<file path="src/design/assert_macros.svh">
// ----------------------------------------------------------------------------
// Assertion macros
// Shared concurrent assertion forms; define NO_ASSERTIONS to leave them out.
// ----------------------------------------------------------------------------
`ifndef ASSERT_MACROS_SVH
`define ASSERT_MACROS_SVH

`ifndef NO_ASSERTIONS

// same-cycle implication, ignored while reset is asserted
`define ASSERT_IMPLY(lbl, clk, rstn, ante, cons) \
    lbl: assert property (@(posedge clk) disable iff (!(rstn)) (ante) |-> (cons)) \
        else $error("assertion failed");

// next-cycle implication, checked during reset as well
`define ASSERT_NEXT(lbl, clk, ante, cons) \
    lbl: assert property (@(posedge clk) (ante) |=> (cons)) \
        else $error("assertion failed");

`else

`define ASSERT_IMPLY(lbl, clk, rstn, ante, cons)
`define ASSERT_NEXT(lbl, clk, ante, cons)

`endif

`endif

</file>
<file path="src/design/ppp_pkg.sv">
// ----------------------------------------------------------------------------
// ppp_pkg
// Shared constants and types for the perspective point projection unit.
// ----------------------------------------------------------------------------
package ppp_pkg;

    localparam int FRAC_BITS_DEF  = 16;
    localparam int PIXEL_BITS_DEF = 16;
    localparam int QUEUE_DEPTH    = 4;

    localparam int COORD_W = 32;
    localparam int COEF_W  = 32;
    localparam int REG_W   = 64;
    localparam int SIZE_W  = 32;
    localparam int PIX_W   = 16;
    localparam int IDX_W   = 3;

    // register indexes
    localparam logic [IDX_W-1:0] REG_ROW_X_A   = 3'd0;
    localparam logic [IDX_W-1:0] REG_ROW_X_B   = 3'd1;
    localparam logic [IDX_W-1:0] REG_ROW_Y_A   = 3'd2;
    localparam logic [IDX_W-1:0] REG_ROW_Y_B   = 3'd3;
    localparam logic [IDX_W-1:0] REG_ROW_D_A   = 3'd4;
    localparam logic [IDX_W-1:0] REG_ROW_D_B   = 3'd5;
    localparam logic [IDX_W-1:0] REG_IMG_SIZE  = 3'd6;

    localparam logic [REG_W-1:0]  RST_ROW_X_A  = 64'd65536;
    localparam logic [REG_W-1:0]  RST_ROW_X_B  = 64'd0;
    localparam logic [REG_W-1:0]  RST_ROW_Y_A  = 64'd281474976710656;
    localparam logic [REG_W-1:0]  RST_ROW_Y_B  = 64'd0;
    localparam logic [REG_W-1:0]  RST_ROW_D_A  = 64'd0;
    localparam logic [REG_W-1:0]  RST_ROW_D_B  = 64'd65536;
    localparam logic [SIZE_W-1:0] RST_IMG_SIZE = 32'd31457920;

    // per-word flags carried alongside the divider data
    typedef struct packed {
        logic dz;     // depth is zero
        logic neg_c;  // column quotient is subtracted
        logic neg_r;  // row quotient is subtracted
        logic ovf_c;  // column quotient beyond the divider range
        logic ovf_r;  // row quotient beyond the divider range
    } t_flags;

endpackage

</file>
<file path="src/design/ppp_queue.sv">
// ----------------------------------------------------------------------------
// ppp_queue
// Short first-in first-out buffer between the front and back parts.
// ----------------------------------------------------------------------------
module ppp_queue #(
    parameter int WIDTH = 8
) (
    input  logic             i_clk,
    input  logic             i_rst_n,
    input  logic             i_push,
    input  logic [WIDTH-1:0] i_data,
    output logic             o_full,
    input  logic             i_pop,
    output logic             o_valid,
    output logic [WIDTH-1:0] o_data
);

    localparam int DEPTH = ppp_pkg::QUEUE_DEPTH;
    localparam int PTR_W = $clog2(DEPTH);

    logic [WIDTH-1:0] r_mem [DEPTH];
    logic [PTR_W-1:0] r_wp, r_rp;
    logic [PTR_W:0]   r_cnt;

    assign o_full  = (r_cnt == (PTR_W+1)'(DEPTH));
    assign o_valid = (r_cnt != '0);
    assign o_data  = r_mem[r_rp];

    always_ff @(posedge i_clk) begin
        if (!i_rst_n) begin
            r_wp  <= '0;
            r_rp  <= '0;
            r_cnt <= '0;
        end else begin
            if (i_push) r_wp <= r_wp + 1'b1;
            if (i_pop)  r_rp <= r_rp + 1'b1;
            r_cnt <= r_cnt + (PTR_W+1)'(i_push) - (PTR_W+1)'(i_pop);
        end
    end

    always_ff @(posedge i_clk) begin
        if (i_push) r_mem[r_wp] <= i_data;
    end

endmodule

</file>
<file path="config.mk">
export PLATFORM = sky130hd
export DESIGN_NAME = ppp_queue
export DESIGN_NICKNAME = d
export VERILOG_FILES = /design/src/design/assert_macros.svh /design/src/design/ppp_pkg.sv /design/src/design/ppp_queue.sv
export SDC_FILE = /design/constraint.sdc
export NUM_CORES = 1
export LEC_CHECK = 0
export BUFFER_PORTS_ARGS = -buffer_cell sky130_fd_sc_hd__buf_2
export CAP_MARGIN = 30
export CORE_MARGIN = 5
export CORE_UTILIZATION = 36
export CTS_BUF_LIST = sky130_fd_sc_hd__clkbuf_8 sky130_fd_sc_hd__clkbuf_16
export DETAILED_ROUTE_END_ITERATION = 12
export GPL_TIMING_DRIVEN = 0
export PLACE_DENSITY = 0.6
export SLEW_MARGIN = 20
export SYNTH_ARGS = -nofsm -noshare
export SYNTH_HDL_FRONTEND = slang
export SYNTH_SLANG_ARGS = --single-unit
</file>
<file path="constraint.sdc">
create_clock -name i_clk -period 2.24 [get_ports i_clk]
set_input_delay 0.448 -clock i_clk [delete_from_list [all_inputs] [get_ports i_clk]]
set_output_delay 0.448 -clock i_clk [all_outputs]
set_load 0.02 [all_outputs]
</file>
==> results of run 1 <==
==> cells in the mapped netlist, types with 2 or more instances <==
cell type and count:
sky130_fd_sc_hd__and2_1 6, sky130_fd_sc_hd__dfxtp_1 9, sky130_fd_sc_hd__edfxtp_1 32, sky130_fd_sc_hd__ha_1 6
sky130_fd_sc_hd__inv_1 7, sky130_fd_sc_hd__mux4_2 8, sky130_fd_sc_hd__nor2_1 5, sky130_fd_sc_hd__xnor2_1 2
==> logic make-up (layout without fill, tap and decap cells) <==
family | count (synthesis) | count (layout) | share of synthesized area
compound gates | 2 | 2 | 0.00937
fa+ha+maj | 7 | 7 | 0.0594
mux | 9 | 9 | 0.119
simple gates | 14 | 14 | 0.0477
buf+inv | 9 | 38 | 0.0266
flops | 41 | 41 | 0.712
xor+xnor | 3 | 3 | 0.0258
==> worst max path at each step <==
stage	start	endpoint	slack, ps	cells past startpoint
finish	register	o_data[3]	320	3
global route	register	o_data[4]	250	3
CTS	register	o_data[4]	290	3
detailed placement	i_pop	r_cnt[2]	430	7
global placement	i_pop	r_cnt[2]	470	7
floorplan	i_pop	r_cnt[2]	630	6
==> flip-flops by register name (all words and copies together) (netlist names), named ones only <==
signal / flops
r_mem: 32
r_cnt: 3
r_wp: 2
r_rp: 2
==> layer usage <==
| layer | vias up | GRT usage |
|---|---|---|
| li1 | 369 | - |
| met1 | 382 | 0.105 |
| met2 | 23 | 0.151 |
| met3 | 5 | 0.0386 |
| met4 | 0 | 0.0367 |
| met5 | - | 0 |
==> area by class of cell <==
type,instances,area share
Multi-Input combinational cell,35,0.223
Sequential cell,41,0.608
Clock inverter,3,0.0200
Clock buffer,5,0.0366
Tap cell,52,0.0346
Timing Repair Buffer,21,0.0560
Inverter,7,0.0140
Buffer,2,0.00866
==> power by group through the flow <==
stage | Clock, mW | Sequential, mW | Combinational [mW]
3_5_place_dp | 0 | 0.915 | 0.275
2_1_floorplan | 0 | 0.907 | 0.194
6_report | 0.555 | 0.897 | 0.268
5_1_grt | 0.609 | 0.902 | 0.296
3_3_place_gp | 0 | 0.910 | 0.263
4_1_cts | 0.567 | 0.898 | 0.277
==> worst max-delay path, stage by stage, from the launching register on <==
cell	delay, ps
sky130_fd_sc_hd__dfxtp_1	330
sky130_fd_sc_hd__buf_6	170
sky130_fd_sc_hd__mux4_2	510
sky130_fd_sc_hd__buf_2	180
==> flow_summary.yaml, run 1 <==
cells_and_area:
  final_cell_count_no_fill: 166
  most-common-layout-cells: "sky130_fd_sc_hd__edfxtp_1 (32), sky130_fd_sc_hd__buf_2 (21), sky130_fd_sc_hd__dfxtp_1 (9)"
  layout_cell_share_with_drive_strength_beyond_1: 0.333
  seq_area_um2: 1140
  layout.cell_area.non_filler_um2: 1880
  finish.net_count: 132
  number_of_inserted_diodes: 0
  layout_commonest_cell: "sky130_fd_sc_hd__edfxtp_1"
  fill_cells: 401
  post-route-util: 0.434
  synthToLayoutAreaGrowth_pct: 17.3
  multi_input_comb_area_um2: 418
drt:
  route.met2.wl_um: 1240
  route.detailed.vias_per_inst: 4.69
  initialDrtViolationCount: 48
  route.layer.met1.wl_um: 1090
  maxUsedRoutingLayer: "met4"
  drc: 0
  vias: 779
  route.final.wire_length_um: 2520
  met3_routed_wirelength_um: 153
  wl_per_cell_um: 15.2
  antenna_left: 0
  drt_pass1_iterations: 4
clock_tree:
  ctsHtreeMaxLevel: 2
  max-clock-path-buffers: 2
  cts_setup_buffers: 0
  tritoncts.num_buffers: 5
  cts_tree: "built"
  path_clk_slew_ps: 70
  ctsRootBufferMaster: "sky130_fd_sc_hd__clkbuf_8"
  worstSkewPairLatency_ps: 290
  clock_sinks: 41
  holdBufCountCts: 0
  cts_resized: 0
critical_path:
  setup.reg_to_reg.worst_slack_ps: 670
  cp_data_arrival_time_ps: 1470
  cp-start-kind: "register"
  setup.worst_path.end_class: "output pin"
  crit_path_max_fanout: 8
  r2r_end: "r_cnt[2]"
  timing_worst_setup_path_type: "reg -> out"
  regToRegStartpoint: "r_cnt[0]"
  required_ps: 1790
  rr_worst_depth: 7
timing:
  timing_hold_violations_final: 0
  setup_repair_after_global_routing_missed_its_margin: "no"
  tightest_slew_ps: 444
  maxSlewHeadroom: 0.704
  worst_clock_skew_ps: 7.30
  maxClockFrequency_mhz: 521
  share_of_the_clock_period_used_by_the_worst_path: 0.856
  final_critical_path_setup_slack_ps: 322
  hold_ws_ps: 371
  setup_viol_count_final: 0
  maxSlewViolCount: 0
  post_route_minimum_period_ps: 1920
  fin_tns_setup_ps: 0
placement:
  finalWeightedCongestion: 0.691
  postPlaceCellArea_um2: 1770
  dp_hpwl_um: 1770
  number_of_i_o_port_buffers: 21
  post-place-cells: 158
  detailedPlace.worstSlack_ps: 428
hold_path:
  hold-path-cell-count: 1
  min_path_type: "in -> reg"
  worst_hold_path.endpoint: "r_mem[1][4]"
  hold_path_startpoint: "i_data[4]"
power:
  power_switching_share: 0.229
  power_frac_clock: 0.323
  internal-power_mw: 1.33
  power_frac_seq: 0.521
  static-leakage-power_nw: 0.705
  netsw_uw: 394
  pwr-share-comb: 0.156
  design_power_total_mw: 1.72
  power_per_cell_area_nw_per_um2: 916
  vdd_ir_drop_max_v: 0.000660
logic_synthesis:
  synth_area_um2: 1600
  synthDistinctLibCells: 18
  postSynthRegisterBits: 41
  synth_seq_area_share: 0.712
  synth.top_cells.by_area: "sky130_fd_sc_hd__edfxtp_1 (60%), sky130_fd_sc_hd__dfxtp_1 (11%), sky130_fd_sc_hd__mux4_2 (11%), sky130_fd_sc_hd__ha_1 (4.7%), sky130_fd_sc_hd__and2_1 (2.3%)"
  synth_nets: 104
  yosys.area.top_type: "sky130_fd_sc_hd__edfxtp_1"
  synth_enable_flop_cells: 32
  synth_cells: 85
  ys_dominant_reg_cell: "sky130_fd_sc_hd__edfxtp_1"
  yosysWarningCount: 0
  top_cell_type_s_share_of_synthesized_area: 0.600
  post_synth.cell_area_avg_um2: 18.8
  synthArstFlopShare: 0
die:
  floorplan.rows: 24
  fp.dieW_um: 76.7
  dieHeight_um: 76.7
  initial_standard_cell_utilization_of_the_core: 0.370
  floorplan.die_area_um2: 5880
  boundaryPins: 22
  coreArea_um2: 4320
run:
  drv.max_cap_violation_count: 0
outcome:
  status: "finished, final reports clean"
global_routing:
  pin_count_of_the_biggest_net_entering_global_routing: 13
  grt_pass1_vias: 871
  track_usage: 0.0917
  gr-total-overflow: 0
  first_pass_grt_wire_length_um: 4110
  number_of_antenna_violations_at_the_first_check_in_global_routing: 0
Note: power is estimated with default switching activity, not from simulation.
==> inputs of run 2 (changes only) <==
--- a/config.mk
+++ b/config.mk
@@ -13,6 +13,8 @@
 export DETAILED_ROUTE_END_ITERATION = 12
 export GPL_TIMING_DRIVEN = 0
 export PLACE_DENSITY = 0.6
+export SETUP_SLACK_MARGIN = 0.4
+export SKIP_CTS_REPAIR_TIMING = 1
 export SLEW_MARGIN = 20
 export SYNTH_ARGS = -nofsm -noshare
 export SYNTH_HDL_FRONTEND = slang
==> flow_summary.yaml, run 2 (synthesized netlist as in run 1, its figures left out) <==
cells_and_area:
  synthToLayoutAreaGrowth_pct: 21.0
  fill_cells: 391
  most-common-layout-cells: "sky130_fd_sc_hd__edfxtp_1 (32), sky130_fd_sc_hd__buf_2 (13)"
  reg_top3: "r_mem: 32 flops, r_cnt: 3 flops"
  layout_cell_share_with_drive_strength_beyond_1: 0.342
  layout_commonest_cell: "sky130_fd_sc_hd__edfxtp_1"
  largest_register_ff_count: 32
  finish.net_count: 132
  number_of_inserted_diodes: 0
  regMostFlops: "r_mem"
timing:
  fin_tns_setup_ps: 0
  worst_clock_skew_ps: 7.92
  maxSlewHeadroom: 0.704
  hold_ws_ps: 370
  tightest_slew_ps: 443
  maxSlewViolCount: 0
  share_of_the_clock_period_used_by_the_worst_path: 0.845
  post_route_minimum_period_ps: 1890
  timing_hold_violations_final: 0
  final_critical_path_setup_slack_ps: 348
  maxClockFrequency_mhz: 528
  setup_viol_count_final: 0
  setup_repair_after_global_routing_missed_its_margin: "yes"
critical_path:
  crit_slowest_cell: "sky130_fd_sc_hd__mux4_2"
  crit_path_max_fanout: 8
  cp_data_arrival_time_ps: 1440
  critical_path.n_buffers_inverters: 2
  regToRegStartpoint: "r_cnt[0]"
  critical_path.top_delay_family: "multiplexers"
  cp-start-kind: "register"
  setup.worst_path.end_class: "output pin"
  required_ps: 1790
  timing.critical_path.slowest_cell_delay_ps: 520
  crit_chain: "buf_12, mux4_2, buf_6"
  timing_worst_setup_path_type: "reg -> out"
power:
  power_per_cell_area_nw_per_um2: 906
  power_frac_seq: 0.512
  netsw_uw: 401
  pwr-share-comb: 0.172
  static-leakage-power_nw: 0.725
  power_switching_share: 0.228
  power_frac_clock: 0.317
  vdd_ir_drop_max_v: 0.000661
  internal-power_mw: 1.36
placement:
  detailedPlace.worstSlack_ps: 428
  finalWeightedCongestion: 0.691
  dp_hpwl_um: 1770
  number_of_i_o_port_buffers: 21
die:
  floorplan.rows: 24
  boundaryPins: 22
  dieHeight_um: 76.7
  initial_standard_cell_utilization_of_the_core: 0.370
  coreArea_um2: 4320
  floorplan.die_area_um2: 5880
  fp.dieW_um: 76.7
hold_path:
  min_path_type: "in -> reg"
  hold_path_startpoint: "i_data[4]"
global_routing:
  m2_gr_usage: 0.151
  pin_count_of_the_biggest_net_entering_global_routing: 13
  gr-total-overflow: 0
  grt_most_used_layer: "met2"
  track_usage: 0.0917
  gr-usage-met1: 0.105
  grt_pass1_vias: 871
  first_pass_grt_wire_length_um: 4110
  number_of_antenna_violations_at_the_first_check_in_global_routing: 0
  met3_usage: 0.0386
clock_tree:
  ctsRootBufferMaster: "sky130_fd_sc_hd__clkbuf_8"
  tritoncts.num_buffers: 5
  ctsHtreeMaxLevel: 2
  path_clk_slew_ps: 70
  cts_tree: "built"
  clock_sinks: 41
  max-clock-path-buffers: 2
  worstSkewPairLatency_ps: 290
drt:
  drc: 0
  initialDrtViolationCount: 34
  wl_per_cell_um: 15.3
  antenna_left: 0
  drt_pass1_iterations: 4
  vias: 785
  route.detailed.vias_per_inst: 4.73
  route.final.wire_length_um: 2540
run:
  drv.max_cap_violation_count: 0
outcome:
  status: "finished, final reports clean"
run 2: cell types whose count changed in the layout (fill, tap and decap cells not counted):
cell | before | now
sky130_fd_sc_hd__buf_12 | 0 | 1
sky130_fd_sc_hd__buf_2 | 21 | 13
sky130_fd_sc_hd__buf_6 | 1 | 8
sky130_fd_sc_hd__dfxtp_1 | 9 | 8
sky130_fd_sc_hd__dfxtp_2 | 0 | 1
run 2: path summary, 6_finish.rpt:
kind / cells after the start / slack (ps) / to
worst min-delay path: 1 / 370 / r_mem[3][4]
worst min register to register: 2 / 560 / r_rp[1]
worst max register to register: 7 / 680 / r_cnt[2]
worst max-delay path: 3 / 350 / o_data[4]
run 2: metrics by stage:
stage | cell area, um2 | utilization | total power [mW] | cells
after floorplan | 1600 | - | 1.10 | 85
after global placement | 1770 | 0.410 | 1.17 | 158
after detailed placement | 1770 | 0.410 | 1.19 | 158
after CTS | 1880 | 0.434 | 1.74 | 166
after global routing | 1940 | 0.448 | 1.84 | 166
final | 1940 | 0.448 | 1.76 | 166
run 2: power groups by stage:
| stage | Combinational (mW) | Clock, mW | Sequential (mW) |
|---|---|---|---|
| after floorplan | 0.194 | 0 | 0.907 |
| after global placement | 0.263 | 0 | 0.910 |
| after detailed placement | 0.275 | 0 | 0.915 |
| final | 0.301 | 0.557 | 0.898 |
| after CTS | 0.277 | 0.567 | 0.898 |
| after global routing | 0.329 | 0.609 | 0.903 |
run 2: worst register-to-register path: cells and delay by family (launching register included):
kind | cells | cell delay, ps
buf+inv | 2 | 90
simple gates | 1 | 40
fa+ha+maj | 3 | 820
xor+xnor | 1 | 200
flops | 1 | 320
run 2: layout make-up:
type,instances,area [um2],share of cell area
sequential,41,1140,0.589
buffer,2,25.0,0.0129
tap,52,65.1,0.0336
multi-input combinational,35,418,0.216
clock inverter,3,37.5,0.0194
clock buffer,5,68.8,0.0355
timing repair buffer,21,155,0.0801
inverter,7,26.3,0.0136
run 2: metal layers:
metal / part of all wire / vias to the layer above
li1: - / 369
met1: 0.43 / 388
met2: 0.50 / 23
met3: 0.058 / 5
met4: 0.013 / 0
met5: 0 / -
==> inputs of run 3 (changes only) <==
==> constraint.sdc (replaced) <==
create_clock -name i_clk -period 1.87 [get_ports i_clk]
set_input_delay 0.374 -clock i_clk [delete_from_list [all_inputs] [get_ports i_clk]]
set_output_delay 0.374 -clock i_clk [all_outputs]
set_load 0.02 [all_outputs]
==> flow_summary.yaml, run 3 (synthesized netlist as in run 1, its figures left out) <==
timing:
  worst_clock_skew_ps: 4.81
  setup_viol_count_final: 0
  hold_ws_ps: 292
  share_of_the_clock_period_used_by_the_worst_path: 0.963
  timing_hold_violations_final: 0
  setup_repair_after_global_routing_missed_its_margin: "yes"
  final_critical_path_setup_slack_ps: 68.7
  fin_tns_setup_ps: 0
  post_route_minimum_period_ps: 1800
  tightest_slew_ps: 487
  maxSlewViolCount: 0
  maxSlewHeadroom: 0.675
  maxClockFrequency_mhz: 555
placement:
  number_of_i_o_port_buffers: 21
  post-place-cells: 158
  detailedPlace.worstSlack_ps: 162
  postPlaceCellArea_um2: 1790
  finalWeightedCongestion: 0.662
  dp_hpwl_um: 1830
cells_and_area:
  layout_commonest_cell: "sky130_fd_sc_hd__edfxtp_1"
  most-common-layout-cells: "sky130_fd_sc_hd__edfxtp_1 (32), sky130_fd_sc_hd__buf_2 (11), sky130_fd_sc_hd__buf_6 (9)"
  fill_cells: 399
  seq_area_um2: 1150
  layout.cell_area.non_filler_um2: 2000
  multi_input_comb_area_um2: 453
  largest_register_ff_count: 32
  finish.net_count: 133
  synthToLayoutAreaGrowth_pct: 24.6
  layout_cell_share_with_drive_strength_beyond_1: 0.435
  reg_top3: "r_mem: 32 flops, r_cnt: 3 flops"
  regMostFlops: "r_mem"
  post-route-util: 0.462
  final_cell_count_no_fill: 167
  number_of_inserted_diodes: 0
clock_tree:
  path_clk_slew_ps: 80
  ctsRootBufferMaster: "sky130_fd_sc_hd__clkbuf_8"
  clock_sinks: 41
  max-clock-path-buffers: 2
  worstSkewPairLatency_ps: 290
  tritoncts.num_buffers: 5
  ctsHtreeMaxLevel: 2
  cts_tree: "built"
global_routing:
  gr-total-overflow: 0
  number_of_antenna_violations_at_the_first_check_in_global_routing: 0
  grt_pass1_vias: 906
  pin_count_of_the_biggest_net_entering_global_routing: 13
  first_pass_grt_wire_length_um: 4310
  track_usage: 0.0999
power:
  vdd_ir_drop_max_v: 0.000540
  power_per_cell_area_nw_per_um2: 1090
  design_power_total_mw: 2.18
  static-leakage-power_nw: 0.737
die:
  boundaryPins: 22
  floorplan.rows: 24
  floorplan.die_area_um2: 5880
  fp.dieW_um: 76.7
  coreArea_um2: 4320
  dieHeight_um: 76.7
  initial_standard_cell_utilization_of_the_core: 0.370
drt:
  antenna_left: 0
  vias: 814
  drt_pass1_iterations: 2
  route.detailed.vias_per_inst: 4.87
  route.final.wire_length_um: 2660
  wl_per_cell_um: 15.9
  drc: 0
  initialDrtViolationCount: 43
critical_path:
  regToRegStartpoint: "r_cnt[0]"
  cp_data_arrival_time_ps: 1430
  required_ps: 1500
  timing_worst_setup_path_type: "reg -> out"
  setup.worst_path.end_class: "output pin"
  rr_worst_depth: 7
  cp-start-kind: "register"
  crit_path_max_fanout: 8
run:
  drv.max_cap_violation_count: 0
hold_path:
  min_path_type: "in -> reg"
  hold_path_startpoint: "i_data[0]"
  hold-path-cell-count: 1
outcome:
  status: "finished, final reports clean"
[run 3: cell count changes in the layout (fill, tap and decap cells not counted), sizes merged]
| cell | previous run | this run |
|---|---|---|
| buf | 22 | 23 |
[run 3: path summary, 6_finish.rpt]
kind,slack (ps),end
setup / recovery,70,o_data[2]
hold / removal,290,r_mem[3][0]
setup reg to reg,200,r_cnt[2]
hold reg to reg,540,register
[run 3: area by class of cell]
class                           count  share of cell area
Sequential cell                    41               0.574
Multi-Input combinational cell     35               0.227
Timing Repair Buffer               22              0.0859
Clock buffer                        5              0.0345
Tap cell                           52              0.0326
Clock inverter                      3              0.0188
Inverter                            7              0.0144
Buffer                              2              0.0125
[run 3: metal layers]
metal / global-route usage / vias to the layer above / routed length (um)
li1: - / 370 / -
met1: 0.107 / 413 / 1060
met2: 0.168 / 26 / 1390
met3: 0.0433 / 5 / 155
met4: 0.0472 / 0 / 55
met5: 0 / - / 0
[run 3: where the power goes]
| group | total, mW | leakage (nW) | internal, mW | switching, mW |
|---|---|---|---|---|
| logic | 0.423 | 0.310 | 0.235 | 0.188 |
| registers | 1.08 | 0.370 | 1.05 | 0.0301 |
| clock network | 0.677 | 0.0570 | 0.388 | 0.288 |
[run 3: worst max-delay path, cell delays in order (launching register included)]
cell                      delay (ps)
sky130_fd_sc_hd__dfxtp_2         340
sky130_fd_sc_hd__buf_12          140
sky130_fd_sc_hd__mux4_2          510
sky130_fd_sc_hd__buf_6           150
